===== config.mk =====
export PLATFORM = sky130hd
export DESIGN_NAME = http_header_block_parser
export DESIGN_NICKNAME = d
export VERILOG_FILES = /design/src/hw/rtl/hhbp_pkg.sv /design/src/hw/rtl/http_header_block_parser.sv /design/src/hw/rtl/hhbp_utf8.sv /design/src/hw/rtl/hhbp_step.sv
export SDC_FILE = /design/constraint.sdc
export NUM_CORES = 1
export LEC_CHECK = 0
export BUFFER_PORTS_ARGS = -buffer_cell sky130_fd_sc_hd__clkbuf_2
export CORE_MARGIN = 10
export CORE_UTILIZATION = 45
export CTS_CLUSTER_DIAMETER = 50
export CTS_CLUSTER_SIZE = 10
export DETAILED_ROUTE_END_ITERATION = 6
export GPL_TIMING_DRIVEN = 1
export MAX_ROUTING_LAYER = met4
export PLACE_DENSITY = 0.65
export SYNTH_ARGS = -nofsm -noshare
export SYNTH_HDL_FRONTEND = slang
export SYNTH_SLANG_ARGS = --single-unit

===== constraint.sdc =====
create_clock -name clock -period 6 [get_ports clock]
set_input_delay 0.6 -clock clock [delete_from_list [all_inputs] [get_ports clock]]
set_output_delay 0.6 -clock clock [all_outputs]
set_load 0.01 [all_outputs]

===== src/hw/rtl/hhbp_pkg.sv =====
`timescale 1ns / 1ps
// ---------------------------------------------------------------------------
// HTTP header block parser package
// Shared types and codes for the parser: phase codes, byte roles, the
// parser state record and the per-byte result record.
// ---------------------------------------------------------------------------
package hhbp_pkg;

   // Parser phases
   localparam logic [2:0] PH_LEAD   = 3'd0;
   localparam logic [2:0] PH_NAME   = 3'd1;
   localparam logic [2:0] PH_SPACES = 3'd2;
   localparam logic [2:0] PH_VALUE  = 3'd3;
   localparam logic [2:0] PH_EAT    = 3'd4;
   localparam logic [2:0] PH_BODY   = 3'd5;
   localparam logic [2:0] PH_BLANK  = 3'd6;

   // Byte roles
   localparam logic [1:0] ROLE_SKIP  = 2'd0;
   localparam logic [1:0] ROLE_NAME  = 2'd1;
   localparam logic [1:0] ROLE_VALUE = 2'd2;
   localparam logic [1:0] ROLE_BODY  = 2'd3;

   // UTF-8 first continuation byte bound
   localparam logic [1:0] LIM_NONE = 2'd0;
   localparam logic [1:0] LIM_LOW  = 2'd1;
   localparam logic [1:0] LIM_HIGH = 2'd2;

   // Characters of interest
   localparam logic [7:0] CH_SPACE = 8'h20;
   localparam logic [7:0] CH_LF    = 8'h0A;
   localparam logic [7:0] CH_CR    = 8'h0D;
   localparam logic [7:0] CH_COLON = 8'h3A;

   typedef struct packed {
      logic [1:0] remaining;
      logic [1:0] first_limit;
   } utf8_state_type;

   typedef struct packed {
      logic [2:0]     phase;
      logic           name_seen;
      utf8_state_type utf8;
   } parse_state_type;

   typedef struct packed {
      logic [1:0] role;
      logic       field_done;
      logic       headers_done;
      logic       line_failed;
   } parse_result_type;

   localparam parse_state_type STATE_RESET = '{
      phase:     PH_LEAD,
      name_seen: 1'b0,
      utf8:      '{remaining: 2'd0, first_limit: LIM_NONE}
   };

endpackage


===== src/hw/rtl/http_header_block_parser.sv =====
`timescale 1ns / 1ps
// A request passes through the input register and the output register to the ports.
// Throughput: one byte per cycle unless rsp_stall holds the output register.
// The input register can take a request while a result waits in the output register.
// Reset (synchronous, active high) empties both registers and returns the parser
// to the leading whitespace skip.
// ---------------------------------------------------------------------------
// HTTP header block parser
// Tags each byte of a raw header buffer as skipped, name, value or body,
// with field, header-section and failure flags.
// ---------------------------------------------------------------------------
module http_header_block_parser (
   input  logic       clock,
   input  logic       reset,
   input  logic       req_valid,
   output logic       req_stall,
   input  logic [7:0] req_byte_in,
   input  logic       req_end_of_buffer,
   output logic       rsp_valid,
   input  logic       rsp_stall,
   output logic [7:0] rsp_byte_out,
   output logic [1:0] rsp_role,
   output logic       rsp_field_done,
   output logic       rsp_headers_done,
   output logic       rsp_line_failed,
   output logic       rsp_last_out
);
   import hhbp_pkg::*;

   logic             in_valid_ff;
   logic [7:0]       in_byte_ff;
   logic             in_eob_ff;
   logic             out_valid_ff;
   logic [7:0]       out_byte_ff;
   logic             out_last_ff;
   parse_result_type out_result_ff;
   parse_state_type  state_ff;
   parse_state_type  state_in;
   parse_result_type result_in;
   logic             out_free;
   logic             advance;

   // Handshake: the input register moves on whenever the output register is
   // empty or being emptied.
   assign out_free  = !out_valid_ff || !rsp_stall;
   assign advance   = in_valid_ff && out_free;
   assign req_stall = in_valid_ff && !out_free;

   // Input register.
   always_ff @(posedge clock) begin
      if (reset) begin
         in_valid_ff <= 1'b0;
      end else if (!req_stall) begin
         in_valid_ff <= req_valid;
      end
      if (req_valid && !req_stall) begin
         in_byte_ff <= req_byte_in;
         in_eob_ff  <= req_end_of_buffer;
      end
   end

   hhbp_step u_step (
      .byte_in       (in_byte_ff),
      .end_of_buffer (in_eob_ff),
      .state_cur     (state_ff),
      .state_nxt     (state_in),
      .result        (result_in)
   );

   // Parser state, updated as each request passes to the output register.
   always_ff @(posedge clock) begin
      if (reset) begin
         state_ff <= STATE_RESET;
      end else if (advance) begin
         state_ff <= state_in;
      end
   end

   // Output register.
   always_ff @(posedge clock) begin
      if (reset) begin
         out_valid_ff <= 1'b0;
      end else if (out_free) begin
         out_valid_ff <= in_valid_ff;
      end
      if (advance) begin
         out_byte_ff   <= in_byte_ff;
         out_last_ff   <= in_eob_ff;
         out_result_ff <= result_in;
      end
   end

   assign rsp_valid        = out_valid_ff;
   assign rsp_byte_out     = out_byte_ff;
   assign rsp_role         = out_result_ff.role;
   assign rsp_field_done   = out_result_ff.field_done;
   assign rsp_headers_done = out_result_ff.headers_done;
   assign rsp_line_failed  = out_result_ff.line_failed;
   assign rsp_last_out     = out_last_ff;

endmodule


===== src/hw/rtl/hhbp_utf8.sv =====
`timescale 1ns / 1ps
// ---------------------------------------------------------------------------
// HTTP header block parser: UTF-8 checker
// Decides whether one value byte is acceptable UTF-8 at this point and gives
// the decoder state that follows it.
// ---------------------------------------------------------------------------
module hhbp_utf8 (
   input  logic [7:0]              byte_in,
   input  hhbp_pkg::utf8_state_type state_cur,
   output logic                    accept,
   output hhbp_pkg::utf8_state_type state_nxt
);
   import hhbp_pkg::*;

   logic [7:0] lo_bound;
   logic [7:0] hi_bound;

   // Bounds on a continuation byte; the first one after E0, ED, F0 or F4 is
   // narrowed to rule out overlongs, surrogates and code points past U+10FFFF.
   always_comb begin
      lo_bound = 8'h80;
      hi_bound = 8'hBF;
      if (state_cur.first_limit == LIM_LOW) begin
         lo_bound = (state_cur.remaining == 2'd2) ? 8'hA0 : 8'h90;
      end
      if (state_cur.first_limit == LIM_HIGH) begin
         hi_bound = (state_cur.remaining == 2'd2) ? 8'h9F : 8'h8F;
      end
   end

   // Lead byte classification or continuation check.
   always_comb begin
      accept    = 1'b0;
      state_nxt = '{remaining: 2'd0, first_limit: LIM_NONE};
      if (state_cur.remaining == 2'd0) begin
         case (byte_in) inside
            [8'h00:8'h7F]: begin
               accept = 1'b1;
            end
            [8'hC2:8'hDF]: begin
               accept              = 1'b1;
               state_nxt.remaining = 2'd1;
            end
            8'hE0: begin
               accept    = 1'b1;
               state_nxt = '{remaining: 2'd2, first_limit: LIM_LOW};
            end
            8'hED: begin
               accept    = 1'b1;
               state_nxt = '{remaining: 2'd2, first_limit: LIM_HIGH};
            end
            [8'hE1:8'hEC], [8'hEE:8'hEF]: begin
               accept              = 1'b1;
               state_nxt.remaining = 2'd2;
            end
            8'hF0: begin
               accept    = 1'b1;
               state_nxt = '{remaining: 2'd3, first_limit: LIM_LOW};
            end
            8'hF4: begin
               accept    = 1'b1;
               state_nxt = '{remaining: 2'd3, first_limit: LIM_HIGH};
            end
            [8'hF1:8'hF3]: begin
               accept              = 1'b1;
               state_nxt.remaining = 2'd3;
            end
            default: begin
               accept = 1'b0;
            end
         endcase
      end else begin
         if ((byte_in >= lo_bound) && (byte_in <= hi_bound)) begin
            accept              = 1'b1;
            state_nxt.remaining = state_cur.remaining - 2'd1;
         end
      end
   end

endmodule


===== src/hw/rtl/hhbp_step.sv =====
`timescale 1ns / 1ps
// ---------------------------------------------------------------------------
// HTTP header block parser: byte step
// Works out the role of one byte and the parser state after it, from the
// registered byte and the current parser state.
// ---------------------------------------------------------------------------
module hhbp_step (
   input  logic [7:0]                byte_in,
   input  logic                      end_of_buffer,
   input  hhbp_pkg::parse_state_type  state_cur,
   output hhbp_pkg::parse_state_type  state_nxt,
   output hhbp_pkg::parse_result_type result
);
   import hhbp_pkg::*;

   // Token characters of a header field name.
   function automatic logic is_token_char(input logic [7:0] c);
      logic ok;
      case (c) inside
         [8'h30:8'h39], [8'h41:8'h5A], [8'h61:8'h7A],
         8'h21, 8'h23, 8'h24, 8'h25, 8'h26, 8'h27, 8'h2A, 8'h2B,
         8'h2D, 8'h2E, 8'h5E, 8'h5F, 8'h60, 8'h7C, 8'h7E: ok = 1'b1;
         default: ok = 1'b0;
      endcase
      return ok;
   endfunction

   logic           utf8_ok;
   utf8_state_type utf8_nxt;

   hhbp_utf8 u_utf8 (
      .byte_in   (byte_in),
      .state_cur (state_cur.utf8),
      .accept    (utf8_ok),
      .state_nxt (utf8_nxt)
   );

   parse_state_type st;
   logic [1:0]      role;
   logic            fd;
   logic            hd;
   logic            fail;
   logic            line_end;

   always_comb begin
      st       = state_cur;
      role     = ROLE_SKIP;
      fd       = 1'b0;
      hd       = 1'b0;
      fail     = 1'b0;
      line_end = 1'b0;

      // Leaving the leading skip or the spaces after a colon.
      if (st.phase == PH_LEAD) begin
         if ((byte_in != CH_SPACE) && (byte_in != CH_LF) && (byte_in != CH_CR)) begin
            st.phase     = PH_NAME;
            st.name_seen = 1'b0;
         end
      end else if ((st.phase == PH_SPACES) && (byte_in != CH_SPACE)) begin
         st.phase = PH_VALUE;
         st.utf8  = '{remaining: 2'd0, first_limit: LIM_NONE};
      end

      // Main phase decode.
      case (st.phase)
         PH_LEAD, PH_SPACES: begin
            role = ROLE_SKIP;
         end
         PH_NAME: begin
            if (byte_in == CH_COLON) begin
               st.phase = PH_SPACES;
            end else if (byte_in == CH_CR) begin
               if (st.name_seen) begin
                  fail = 1'b1;
               end else begin
                  st.phase = PH_BLANK;
               end
            end else if (is_token_char(byte_in)) begin
               role         = ROLE_NAME;
               st.name_seen = 1'b1;
            end else begin
               fail = 1'b1;
            end
         end
         PH_VALUE: begin
            if (byte_in == CH_CR) begin
               if (st.utf8.remaining != 2'd0) begin
                  fail = 1'b1;
               end else begin
                  st.phase = PH_EAT;
               end
            end else if (byte_in == CH_LF) begin
               if (st.utf8.remaining != 2'd0) begin
                  fail = 1'b1;
               end else begin
                  line_end = 1'b1;
               end
            end else if (utf8_ok) begin
               role    = ROLE_VALUE;
               st.utf8 = utf8_nxt;
            end else begin
               fail = 1'b1;
            end
         end
         PH_EAT: begin
            line_end = 1'b1;
         end
         PH_BLANK: begin
            if (byte_in == CH_LF) begin
               hd       = 1'b1;
               st.phase = PH_BODY;
            end else begin
               fail = 1'b1;
            end
         end
         default: begin
            role = ROLE_BODY;
         end
      endcase

      // End of a header line: a field, or the end of the header section
      // when the name was empty.
      if (line_end) begin
         st.utf8 = '{remaining: 2'd0, first_limit: LIM_NONE};
         if (st.name_seen) begin
            fd           = 1'b1;
            st.phase     = PH_NAME;
            st.name_seen = 1'b0;
         end else begin
            hd       = 1'b1;
            st.phase = PH_BODY;
         end
      end

      // The buffer ending in mid-line fails that line.
      if (!fail && end_of_buffer && !line_end && !hd &&
          (st.phase != PH_LEAD) && (st.phase != PH_BODY)) begin
         fail = 1'b1;
      end

      if (fail) begin
         role     = ROLE_BODY;
         st.phase = PH_BODY;
         st.utf8  = '{remaining: 2'd0, first_limit: LIM_NONE};
      end

      // Each buffer's last byte returns the parser to its reset state.
      if (end_of_buffer) begin
         st = STATE_RESET;
      end
   end

   assign state_nxt = st;
   assign result    = '{role: role, field_done: fd, headers_done: hd, line_failed: fail};

endmodule


Word-level counts from Yosys, hierarchy flattened
Cells that the tools add are included.
W data, S select, Z words.
{"block": "classes", "add_sub_neg": 1, "magnitude_cmp": 18, "n_eq_ne": 35, "muxes": 89, "reduce_logical": 36}
{"cell": "$eq A8 B6 Y1 const B", "count": 11}
{"cell": "$mux W2", "count": 23}
{"cell": "$eq A8 B7 Y1 const B", "count": 5}
{"cell": "$mux W1", "count": 38}
{"cell": "$eq A8 B8 Y1 const B", "count": 4}
{"cell": "$ge A8 B8 Y1 const B", "count": 4}
{"cell": "$le A8 B8 Y1 const B", "count": 4}
{"cell": "$mux W4", "count": 8}
{"cell": "$mux W3", "count": 10}
{"cell": "$le A8 B7 Y1 const B", "count": 3}
{"cell": "$logic_and A1 B1 Y1", "count": 20}
{"cell": "$mux W6", "count": 3}
{"cell": "$reduce_or A18 Y1", "count": 1}
{"cell": "$eq A8 B4 Y1 const B", "count": 2}
{"cell": "$ge A8 B7 Y1 const B", "count": 2}
{"cell": "$mux W8", "count": 2}
{"cell": "$ne A8 B4 Y1 const B", "count": 2}
{"cell": "$eq A3 B2 Y1 const B", "count": 3}
{"cell": "$pmux W3 S3", "count": 1}
{"cell": "$ge A8 B1 Y1 const B", "count": 1}
{"cell": "$ge A8 B6 Y1 const B", "count": 1}
{"cell": "$ge A8 B8 Y1", "count": 1}
{"cell": "$le A8 B6 Y1 const B", "count": 1}
{"cell": "$le A8 B8 Y1", "count": 1}
{"cell": "19 further kinds", "count": 28}
{"block": "totals", "ff_bits": 33, "inputBits": 13, "output_inout_bits": 16}

Longest topological paths before layout
{"block": "logic_depth", "word_depth": 24, "ltp_mapped": 12, "depth_no_buf": 12}

Modules after synthesis
From an unflattened synthesis, not the netlist that was laid out.
{"block": "unflattened", "cells_unflattened": 229, "hier_area_um2": 2207.1}
{"module": "http_header_block_parser", "n_inst": 1, "cells_per_inst": 67, "area_per_inst_um2": 1128.6, "seq_area_each_um2": 890.9}
{"module": "hhbp_step", "n_inst": 1, "cells_per_inst": 118, "area_per_inst_um2": 782.0, "seq_area_each_um2": 0.0}
{"module": "hhbp_utf8", "n_inst": 1, "cells_per_inst": 44, "area_per_inst_um2": 296.5, "seq_area_each_um2": 0.0}

Worst setup path after synthesis
No wires, ideal clock.
{"block": "synth_timing", "path_kind": "reg2reg", "from": "register in_byte_ff[2]", "to": "register out_result_ff, in the netlist rsp_role[1], data pin", "setup_ps": 261, "arrival_time_ps": 2128, "required_time_ps": 5739, "setup_slack_ps": 3611, "stages_incl_launch_ff": 10, "cell_sequence": "edfxtp_1 buf_4 nor3b_1 o2111ai_4 o31ai_1 a21oi_1 or3_1 nand3_1 o211a_1 nand3b_1"}
{"block": "synth_via", "elab_chain_len": 22, "elab_cells_between_ends": 132, "cone_classes": "18 x order compare; 31 x eq/ne; 57 x mux; 26 x reduce/logical"}
{"item": "from (decl)", "line": "http_header_block_parser.sv:31", "source": "logic [7:0] in_byte_ff;"}
{"item": "from (signal assigned)", "line": "http_header_block_parser.sv:57", "source": "in_byte_ff <= req_byte_in;"}
{"item": "$ge A8 B8 Y1 (no line) or $le A8 B8 Y1 (tied branches)"}
{"item": "$logic_and A1 B1 Y1 (no line)"}
{"item": "$mux W1 (8 in a row)", "line": "hhbp_utf8.sv:36", "source": "case (byte_in) inside"}
{"item": "$mux W1", "line": "hhbp_utf8.sv:35", "source": "if (state_cur.remaining == 2'd0) begin"}
{"item": "$mux W1", "line": "hhbp_step.sv:98", "source": "end else if (utf8_ok) begin"}
{"item": "$mux W1", "line": "hhbp_step.sv:92", "source": "end else if (byte_in == CH_LF) begin"}
{"item": "$mux W1", "line": "hhbp_step.sv:86", "source": "if (byte_in == CH_CR) begin"}
{"item": "$pmux W1 S3", "line": "hhbp_step.sv:65", "source": "case (st.phase)"}
{"item": "$logic_not A1 Y1", "line": "hhbp_step.sv:136", "source": "if (!fail && end_of_buffer && !line_end && !hd &&"}
{"item": "$logic_and A1 B1 Y1 (4 in a row)", "line": "hhbp_step.sv:136"}
{"item": "$logic_and A1 B1 Y1", "line": "hhbp_step.sv:137", "source": "(st.phase != PH_LEAD) && (st.phase != PH_BODY)) begin"}
{"item": "$mux W1", "line": "hhbp_step.sv:136"}
{"item": "to (signal assigned)", "line": "http_header_block_parser.sv:89", "source": "out_result_ff <= result_in;"}
{"item": "to (decl)", "line": "http_header_block_parser.sv:36", "source": "parse_result_type out_result_ff;"}
Several ways; a longest one is shown, not always the timed one. The select of a mux whose other input is x is not followed.
A chain may end at the register's enable or synchronous reset.

Final worst setup path
{"block": "layout_timing", "from": "register in_byte_ff[3]", "to": "register out_result_ff, in the netlist rsp_role[1], data pin"}
The elaborated chain is that of the path after synthesis.

==> run metrics <==
status finished, final reports clean; met1 usage 17.3%; Worst Tran Pin Value 0.772 ns; Slew Viols, Final 0; postcts setup bufs 0; hold_sp req_byte_in[4]; Worst-Skew Late Latency 0.29 ns; EDFF count, synth 23; storage element area 891 sq um; final wirelength 4.47 mm; routed len/inst 15.8 um; relative slew slack 48.4%; leakage 0.864 nW; Synth Instances 204; CTS clk-pin slew, worst paths 0.07 ns; most frequent cells in the layout 28 x clkbuf_2, 23 x nor2_1, 23 x edfxtp_1; CTS max path bufs 2; CTS tree yes; IR drop worst, VDD 127 uV; kind of critical path reg -> reg; largest net degree at the start of global routing 17; Cell variety after synth 57; CTS H-tree depth 2; Seq cells post-synth 33; ys async rst share 0%; final core utilization 51.3%; Max Cap Violations 0; commonest non-fill, non-tap cell in the layout clkbuf_2; top_reg_cell synth edfxtp_1; vias in the first global route 1,549; Setup Total Neg Slack 0 ns; hold depth 1; CP Launch Type flop; worst path bufs/invs 0; FF-to-FF setup slack 3.24 ns; fillcell total 420; Starting Density 46.0%; GR peak layer met1; Final Hold Fails 0; proportion of layout cells with a drive suffix above 1 21.3%; post-CTS sizing 0; CTS root buf clkbuf_8; Tmin final 2.76 ns; vias per inst 5.70; DR pass1 iterations 4; Antenna Nets Post-Route 0; IO Port Bufs 28; GR Util met2 17.0%; CP top delay family simple AND/OR/NAND/NOR gates; RSZ-0062 raised after global routing false; Die Ht 86.5 um; final std cell area, no fill 0.00222 sq mm; DIE AREA 0.00748 sq mm; gr ovfl total 0; Yosys top cell area share 34.7%; core box area 0.00432 sq mm; Worst Hold Class in -> reg; IO Count 29; Initial DRC Count 86; reg2reg path depth 8; setup violators final 0; critical path data arrival time 2.79 ns; Total GRT Usage 12.7%; initial antenna violation count 0; Final Cycle Share 46.0%; cell taking the most area after synthesis edfxtp_1; via count 1,608; CTS Hold Bufs 0; crit path capture type flop; WHS 0.485 ns; clock sinks 33; Post-route DRC 0; Yosys warnings 0; Post-DP HPWL 3.31 mm; Die W 86.5 um; Syn-to-layout area delta 11.4%; FF-to-FF Start in_byte_ff[3]$_DFFE_PP_; Slowest-stage cell, CP edfxtp_1; final net count 248; Net Count, Synth 223; diode count 0; RePlAce Congestion 0.923; reg-to-reg endpoint rsp_role[1]$_SDFFCE_PP1P_; sequential share of the synthesized area 44.8%; most area-consuming cells after synthesis edfxtp_1 35%, dfxtp_1 10%, nor2_1 4.3%, ha_1 3.8%, a21oi_1 3.5%; multi-input logic area 0.00100 sq mm; slowest cell delay on critical path 0.61 ns; Hold Path Sink in_byte_ff[4]$_DFFE_PP_; Placed Area 0.00214 sq mm; worst-path cell chain nor4_4 -> a41oi_1 -> a21oi_1 -> nor3_1 -> or3_1 -> nand3_1 -> o211a_1 -> nand3b_1; largest fanout on the critical path 15; grt met3 use 3.66%; row cnt 24; post-synthesis area per instance 9.76 sq um; Post-Syn Area 0.00199 sq mm; global-route wire length before repair 7.53 mm; fmax 362 MHz; Inserted Clock Buffers 5; Power Density 219 mW/mm^2; Required @ worst endpoint 6.03 ns; worst clock skew 0.00832 ns
## synth_stat cells, drive strengths merged (2+ instances only)
master    n
edfxtp   23
nor2     23
nand2    17
a21oi    15
dfxtp    10
inv      10
nor2b    10
o21ai     8
nand3     7
buf       6
ha        6
nor3      6
and3      5
nand4     5
clkbuf    4
and2      3
nand3b    3
o211a     3
a311o     2
a31o      2
a31oi     2
a32oi     2
a41o      2
a41oi     2
nand2b    2
o2111ai   2
o22ai     2
or3       2
## sequential cells by signal, indices dropped and copies added, names as in the netlist
signal	cells
rsp_valid	1
rsp_line_failed	1
in_eob_ff	1
rsp_role	2
rsp_byte_out	8
rsp_field_done	1
in_byte_ff	8
rsp_headers_done	1
state_ff	8
rsp_last_out	1
in_valid_ff	1
## cell type report
class,instances,share of cell area (%)
multi-input cells,151,45.2
clock inverters,2,0.451
well taps,52,2.93
inverters,10,1.69
repair buffers,28,6.32
clock buffers,6,3.27
flip-flops and latches,33,40.2
## per-stage QoR
| step | total power, W | std cells | setup slack (ns) |
|---|---|---|---|
| 5_1_grt | 0.000511 | 282 | 3.02 |
| 2_1_floorplan | 0.000312 | 204 | 3.61 |
| 3_3_place_gp | 0.000330 | 274 | 3.26 |
| 4_1_cts | 0.000491 | 282 | 3.26 |
| 3_5_place_dp | 0.000330 | 274 | 3.29 |
| 6_report | 0.000486 | 282 | 3.24 |
## per-layer routing
layer  wire [um]  vias up  share of wire [%]
li1            -      813                  -
met1        2190      729                 49
met2        1850       60                 41
met3         363        6                8.1
met4          65        0                1.5
met5           0        -                  0
## power breakdown
part	switching, W	total [W]	internal, W
clock	0.0000805	0.000161	0.0000803
sequential	0.0000148	0.000270	0.000255
combinational	0.0000320	0.0000549	0.0000229
## kinds of logic (layout without fill, tap and decap cells)
family	Yosys count	count (layout)	synth area share [%]
xor gates and xnor gates	1	1	0.440
buffers and inverters	20	46	4.90
and+or+nand+nor	91	91	25.5
adders and majority gates	6	6	3.77
DFF	33	33	44.8
AOI/OAI and AO/OA	53	53	20.6
## worst max path at each step
stage	startpoint	to	slack [ns]	cells past startpoint
6_report	in_byte_ff[3]$_DFFE_PP_	rsp_role[1]$_SDFFCE_PP1P_	3.24	8
5_1_grt	in_byte_ff[3]$_DFFE_PP_	rsp_role[1]$_SDFFCE_PP1P_	3.02	8
4_1_cts	in_byte_ff[3]$_DFFE_PP_	rsp_role[1]$_SDFFCE_PP1P_	3.26	8
3_5_place_dp	in_byte_ff[3]$_DFFE_PP_	rsp_role[1]$_SDFFCE_PP1P_	3.29	8
3_3_place_gp	in_byte_ff[3]$_DFFE_PP_	rsp_role[1]$_SDFFCE_PP1P_	3.26	8
2_1_floorplan	in_byte_ff[2]$_DFFE_PP_	rsp_role[1]$_SDFFCE_PP1P_	3.61	9
Note: power is estimated with default switching activity, not from simulation.
